**src/rtl/xpbd_sqrt_pipe.sv**
```systemverilog
// Pipelined integer square root, one root bit per stage.
module xpbd_sqrt_pipe #(
  parameter int RAD_W = 66,
  localparam int ROOT_W = (RAD_W + 1) / 2
) (
  input  logic              clk,
  input  logic              en,
  input  logic [RAD_W-1:0]  rad,
  output logic [ROOT_W-1:0] root
);
  localparam int RW = ROOT_W + 3;
  localparam int VW = 2 * ROOT_W;

  logic [RW-1:0]     rem [ROOT_W+1];
  logic [ROOT_W-1:0] rt  [ROOT_W+1];
  logic [VW-1:0]     v   [ROOT_W+1];

  assign rem[0] = '0;
  assign rt[0]  = '0;
  assign v[0]   = VW'(rad);

  for (genvar j = 0; j < ROOT_W; j++) begin : g_stage
    logic [RW-1:0] cur;
    logic [RW-1:0] trial;
    logic          ge;
    always_comb begin
      cur   = {rem[j][RW-3:0], v[j][VW-1:VW-2]};
      trial = {1'b0, rt[j], 2'b01};
      ge    = cur >= trial;
    end
    always_ff @(posedge clk) begin
      if (en) begin
        rem[j+1] <= ge ? cur - trial : cur;
        rt[j+1]  <= {rt[j][ROOT_W-2:0], ge};
        v[j+1]   <= {v[j][VW-3:0], 2'b00};
      end
    end
  end
  assign root = rt[ROOT_W];
endmodule

```
**config.mk**
```make
export PLATFORM = sky130hd
export DESIGN_NAME = xpbd_sqrt_pipe
export DESIGN_NICKNAME = d
export VERILOG_FILES = /design/src/rtl/xpbd_sqrt_pipe.sv
export SDC_FILE = /design/constraint.sdc
export NUM_CORES = 2
export LEC_CHECK = 0
export BUFFER_PORTS_ARGS = -buffer_cell sky130_fd_sc_hd__buf_2
export CAP_MARGIN = 20
export CORE_MARGIN = 5
export CORE_UTILIZATION = 58
export CTS_BUF_LIST = sky130_fd_sc_hd__clkbuf_16
export DETAILED_ROUTE_END_ITERATION = 10
export GPL_TIMING_DRIVEN = 0
export MAX_ROUTING_LAYER = met4
export PLACE_DENSITY = 0.87
export SYNTH_ARGS = -nofsm -noshare
export SYNTH_HDL_FRONTEND = slang
export SYNTH_SLANG_ARGS = --single-unit
```
**constraint.sdc**
```tcl
create_clock -name clk -period 3.1 [get_ports clk]
set_input_delay 0.31 -clock clk [delete_from_list [all_inputs] [get_ports clk]]
set_output_delay 0.31 -clock clk [all_outputs]
set_load 0.1 [all_outputs]
```
# After elaboration in Yosys (flattened, before gate mapping)
# Index checks and enable logic that the tools add are counted.
totals:
  regBits: 2674
  inputBits: 68
  out_inout_bits: 33
  word_cells: 195
op_classes:
  addsub: 32
  n_lt_le_gt_ge: 33
  muxes: 32
ops:
  columns: ["op", "n"]
  rows:
  - ["2-to-1 mux 34 bit", 31]
  - [">= comparator 36 x 10 -> 1 bit", 1]
  - [">= comparator 36 x 11 -> 1 bit", 1]
  - [">= comparator 36 x 12 -> 1 bit", 1]
  - [">= comparator 36 x 13 -> 1 bit", 1]
  - [">= comparator 36 x 14 -> 1 bit", 1]
  - [">= comparator 36 x 15 -> 1 bit", 1]
  - [">= comparator 36 x 16 -> 1 bit", 1]
  - [">= comparator 36 x 17 -> 1 bit", 1]
  - [">= comparator 36 x 18 -> 1 bit", 1]
  - [">= comparator 36 x 19 -> 1 bit", 1]
  - [">= comparator 36 x 20 -> 1 bit", 1]
  - [">= comparator 36 x 21 -> 1 bit", 1]
  - [">= comparator 36 x 22 -> 1 bit", 1]
  - [">= comparator 36 x 23 -> 1 bit", 1]
  - [">= comparator 36 x 24 -> 1 bit", 1]
  - [">= comparator 36 x 25 -> 1 bit", 1]
  - [">= comparator 36 x 26 -> 1 bit", 1]
  - [">= comparator 36 x 27 -> 1 bit", 1]
  - [">= comparator 36 x 28 -> 1 bit", 1]
  - [">= comparator 36 x 29 -> 1 bit", 1]
  - [">= comparator 36 x 3 -> 1 bit", 1]
  - [">= comparator 36 x 30 -> 1 bit", 1]
  - [">= comparator 36 x 31 -> 1 bit", 1]
  - ["43 further kinds", 43]

# Logic depth before layout (Yosys ltp)
depth:
  depth_word: 2
  mapped_depth: 16
  mapped_depth_nobuf: 13

# Worst setup path before layout
# OpenSTA, ideal clock, no wires.
synth_path:
  kind: "register -> register"
  start: "register rem, in the netlist g_stage[19].cur[10]"
  end: "register rem, in the netlist g_stage[20].cur[31] (data pin)"
  setup_ns: 0.271
  arrival_time_ns: 3.053
  required_time_ns: 2.829
  path_slack_ns: -0.224
  path_stages_with_launch: 13
  path_buffers: 1
  synth_period_minus_slack_ns: 3.324
  path_cell_list: "edfxtp_1 > ha_1 > nand3_1 > a21boi_0 > o311a_1 > nor2_1 > a2111oi_0 > nor3_1 > a2111o_1 > or3_1 > clkbuf_1 > nor4_1 > xor2_1"
synth_via:
  elab_chain_len: 2
  word_cells_on_any_way: 3
  cone_classes: "add/sub: 1; order compare: 1; mux: 1"
synth_lines:
  columns: ["item", "line_no", "source"]
  rows:
  - ["from (decl)", "14", "logic [RW-1:0] rem [ROOT_W+1];"]
  - ["from (signal, indexed assignment)", "33", "rem[j+1] <= ge ? cur - trial : cur;"]
  - ["subtractor 34 x 21 -> 34 bit / >= comparator 36 x 21 -> 1 bit (equally long branches)", "33, 29", null]
  - ["2-to-1 mux 34 bit *", "33", null]
# Mark *: on every way between the ends. The rest lies on a longest branch, timed or not.
# A chain may end at the register's enable or synchronous reset.

# Final worst setup path
layout_path:
  start: "register rem, in the netlist g_stage[9].cur[3]"
  end: "register rem, in the netlist g_stage[10].cur[27] (data pin)"
layout_via:
  elab_chain_len: 2
  word_cells_on_any_way: 3
  cone_classes: "add/sub: 1; order compare: 1; mux: 1"
layout_lines:
  columns: ["item", "line_no"]
  rows:
  - ["subtractor 34 x 11 -> 34 bit / >= comparator 36 x 11 -> 1 bit (equally long branches)", "33, 29"]
  - ["2-to-1 mux 34 bit *", "33"]
# Marked as above.

==> results.sh <==
export IMPL_port_buffers=100
export IMPL_cts_sinks=2654
export IMPL_nets=11100
export IMPL_clock_latency_ns=0.98
export IMPL_worstPathArrival_ns=4.43
export IMPL_p_int_mw=77.4
export IMPL_vias=83200
export IMPL_worst_pin_slew_ns=1.13
export IMPL_initial_utilization_pct=58.2
export IMPL_switching_share_pct=30.3
export IMPL_cp_top_family="simple AND/OR/NAND/NOR gates"
export IMPL_dieArea_um2=222000
export IMPL_grt_antenna_before_repair=4
export IMPL_path_clk_slew_ns=0.07
export IMPL_gp_congestion=0.927
export IMPL_first_pass_iters=7
export IMPL_yosysUniqueCellTypes=88
export IMPL_min_period_over_period_pct=119
export IMPL_synth_mux_area_share_pct=0.949
export IMPL_holdBufCountCts=67
export IMPL_placed_area_um2=128000
export IMPL_area_delta_synth_final_pct=21.8
export IMPL_ir_drop_uv=672
export IMPL_ant_nets=0
export IMPL_criticalPathCategory="reg2reg"
export IMPL_dpl_worst_slack_ns=-1.42
export IMPL_yosys_area_top_type_share_pct=64.7
export IMPL_synthSimpleGateAreaFrac_pct=9.71
export IMPL_post_drt_via_cell_ratio=6.16
export IMPL_path_buf_inv=2
export IMPL_fin_skew_ns=0.0815
export IMPL_track_usage_pct=25.6
export IMPL_stdcell_area_um2=150000
export IMPL_ys_flop_type="edfxtp_1"
export IMPL_synth_most_common_cell="edfxtp_1"
export IMPL_clk_path_buf_depth=4
export IMPL_grt_pass1_wl_mm=441
export IMPL_hpwl_mm=184
export IMPL_p_switching_mw=33.6
export IMPL_pwr_share_clk_pct=30.3
export IMPL_hold_class="in2reg"
export IMPL_comb_power_share_pct=25.5
export IMPL_ys_async_sr_fraction_pct=0
export IMPL_report_final_slew_viol_count=0
export IMPL_drv_cap=0
export IMPL_multi_input_area_um2=47300
export IMPL_layout_cells_non_filler=13500
export IMPL_tns_ns=-47.58
export IMPL_rsz0062_at_grt="yes"
export IMPL_final_seq_area_um2=79700
export IMPL_synth_seq_cells=2654
export IMPL_outcome="finished with violations"
export IMPL_slowest_stage="edfxtp_1"
export IMPL_yosys_warnings=0
export IMPL_critical_path_max_fanout=5
export IMPL_dp_cells=12400
export IMPL_min_period_ns=3.68
export IMPL_synth_top_area_cell="edfxtp_1"
export IMPL_reg2reg_slack_ns=-0.58
export IMPL_setup_violations_final=359
export IMPL_synthTopCellsByCount="2654 x edfxtp_1, 738 x inv_1, 616 x nor2_1"
export IMPL_synth_top_family_by_area="simple AND/OR/NAND/NOR gates"
export IMPL_wirelength_mm=313
export IMPL_die_x_um=471
export IMPL_fin_hold_ws_ns=-0.104
export IMPL_io_pins=101
export IMPL_numCtsBuffers=291
export IMPL_grt_max_degree=190
export IMPL_power_density_nw_per_um2=739
export IMPL_drcViolationCount=0
export IMPL_fin_ws_ns=-0.577
export IMPL_required_ns=3.85
export IMPL_h_tree_depth=5
export IMPL_startpoint_type="flip-flop"
export IMPL_cp_cell_sequence="ha_4 > nand3b_1 > nor4_4 > nor4_2 > nand4_1 > buf_4 > a211oi_4 > buf_6 > a2111oi_4 > nand2b_1 > or3_4 > nor3_2 > xor2_1"
export IMPL_synthXorXnorAreaFrac_pct=6.23
export IMPL_cts_root_buf="clkbuf_16"
export IMPL_rows=169
export IMPL_hold_viol=113
export IMPL_drive_gt1_share_pct=22.1
export IMPL_grt_pass1_vias=79600
export IMPL_synth_compound_area_share_pct=9.60
export IMPL_syn_num_nets=10200
export IMPL_cpPeakStageDelay_ns=0.53
export IMPL_p_leak_nw=57.5
export IMPL_violations="hold timing, setup timing"
export IMPL_syn_mean_instance_area_um2=13.0
export IMPL_syn_inst=9490
export IMPL_wire_per_inst_um=23.1
export IMPL_dr_first_iter_drc_count=9410
export IMPL_synth_seq_area_share_pct=64.7
export IMPL_fill_cells=13200
export IMPL_end_kind="flip-flop"
export IMPL_synth_area_top_cells="edfxtp_1 65%, ha_1 6.0%, xnor2_1 3.3%"
export IMPL_core_area_um2=212000
export IMPL_synth_edff_count=2654
export IMPL_slew_headroom_pct=24.9
export IMPL_cts_tree="yes"
export IMPL_netlist_area_um2=123000
export IMPL_fmax_mhz=272
export IMPL_gr_total_overflow=0
export IMPL_synth_fa_ha_area_share_pct=6.05
export IMPL_seqPwrFrac_pct=44.3
export IMPL_die_h_um=471
metal layers:
metal	global-route usage, %	up-vias	share of wire (%)
li1	-	37100	-
met1	31.6	40400	38
met2	43.6	4316	50
met3	3.19	1363	6.7
met4	9.75	0	5.5
met5	-	-	0
registers in the layout, summed over array words and instances (netlist names):
signal         cells
v                992
g_stage.trial    528
g_stage.cur     1101
root              33
power groups by stage:
| stage | clock, mW | combinational (mW) | sequential (mW) |
|---|---|---|---|
| detailed placement | 0 | 21.8 | 49.3 |
| finish | 33.6 | 28.3 | 49.2 |
| global placement | 0 | 17.1 | 49.7 |
| floorplan | 0 | 16.0 | 48.1 |
| CTS | 33.9 | 24.7 | 48.8 |
| global route | 35.7 | 30.5 | 49.5 |
cells by family after synthesis:
kind of cell,after synthesis
compound gates,1908
fa+ha+maj,596
mux,105
buf+inv,914
flops,2654
other cells,1
xor+xnor,877
simple gates,2435
through the flow:
step           utilization, %  total power [mW]  hold slack, ns
2_1_floorplan               -              64.1           0.400
3_3_place_gp             60.2              66.7           0.400
3_5_place_dp             60.4              71.1           0.405
4_1_cts                  68.2               107          -0.131
5_1_grt                  70.9               116          -0.104
6_report                 70.9               111          -0.104
cell usage in the layout, fill, tap and decap left out, drive strengths merged, types with 23 or more instances in the layout:
| master | count |
|---|---|
| a211oi | 45 |
| a21boi | 23 |
| a21o | 249 |
| a21oi | 604 |
| a31oi | 47 |
| and2 | 24 |
| and3 | 51 |
| buf | 712 |
| bufinv | 26 |
| clkbuf | 389 |
| clkinv | 104 |
| clkinvlp | 26 |
| dlygate4sd3 | 67 |
| edfxtp | 2654 |
| ha | 596 |
| inv | 791 |
| mux2 | 95 |
| nand2 | 602 |
| nand2b | 114 |
| nand3 | 176 |
| nand3b | 37 |
| nand4 | 99 |
| nor2 | 616 |
| nor2b | 88 |
| nor3 | 251 |
| nor4 | 119 |
| o211ai | 36 |
| o21a | 131 |
| o21ai | 498 |
| o21bai | 42 |
| o31ai | 57 |
| or2 | 43 |
| or3 | 103 |
| or4 | 51 |
| xnor2 | 469 |
| xor2 | 408 |
layout make-up:
class	instances	share of cell area, %
Timing Repair Buffer	755	4.38
Buffer	119	0.762
Clock inverter	206	1.13
Sequential cell	2654	53.1
Tap cell	2821	2.35
Inverter	740	1.86
Multi-Input combinational cell	5923	31.5
Antenna cell	3	0.00500
Timing Repair inverter	1	0.00333
Clock buffer	297	4.95
worst paths after layout:
| check | cells after the start | to | start |
|---|---|---|---|
| setup / recovery | 13 | g_stage[10].cur[27]$_DFFE_PP_ | g_stage[9].cur[3]$_DFFE_PP_ |
| hold / removal | 1 | v[2117]$_DFFE_PP_ | en |
| setup reg to reg | 13 | g_stage[10].cur[27]$_DFFE_PP_ | g_stage[9].cur[3]$_DFFE_PP_ |
| hold reg to reg | 0 | v[1891]$_DFFE_PP_ | v[1955]$_DFFE_PP_ |
timing repair:
item / in CTS / in global routing
setup endpoints to repair: 1284 / 861
endpoints found under the hold margin: 180 / 113
pin swaps: 239 / 326
gates cloned: 13 / 14
resized for setup: 1005 / 858
buffers inserted: 289 / 272
Power figures use the tool's default switching activity.
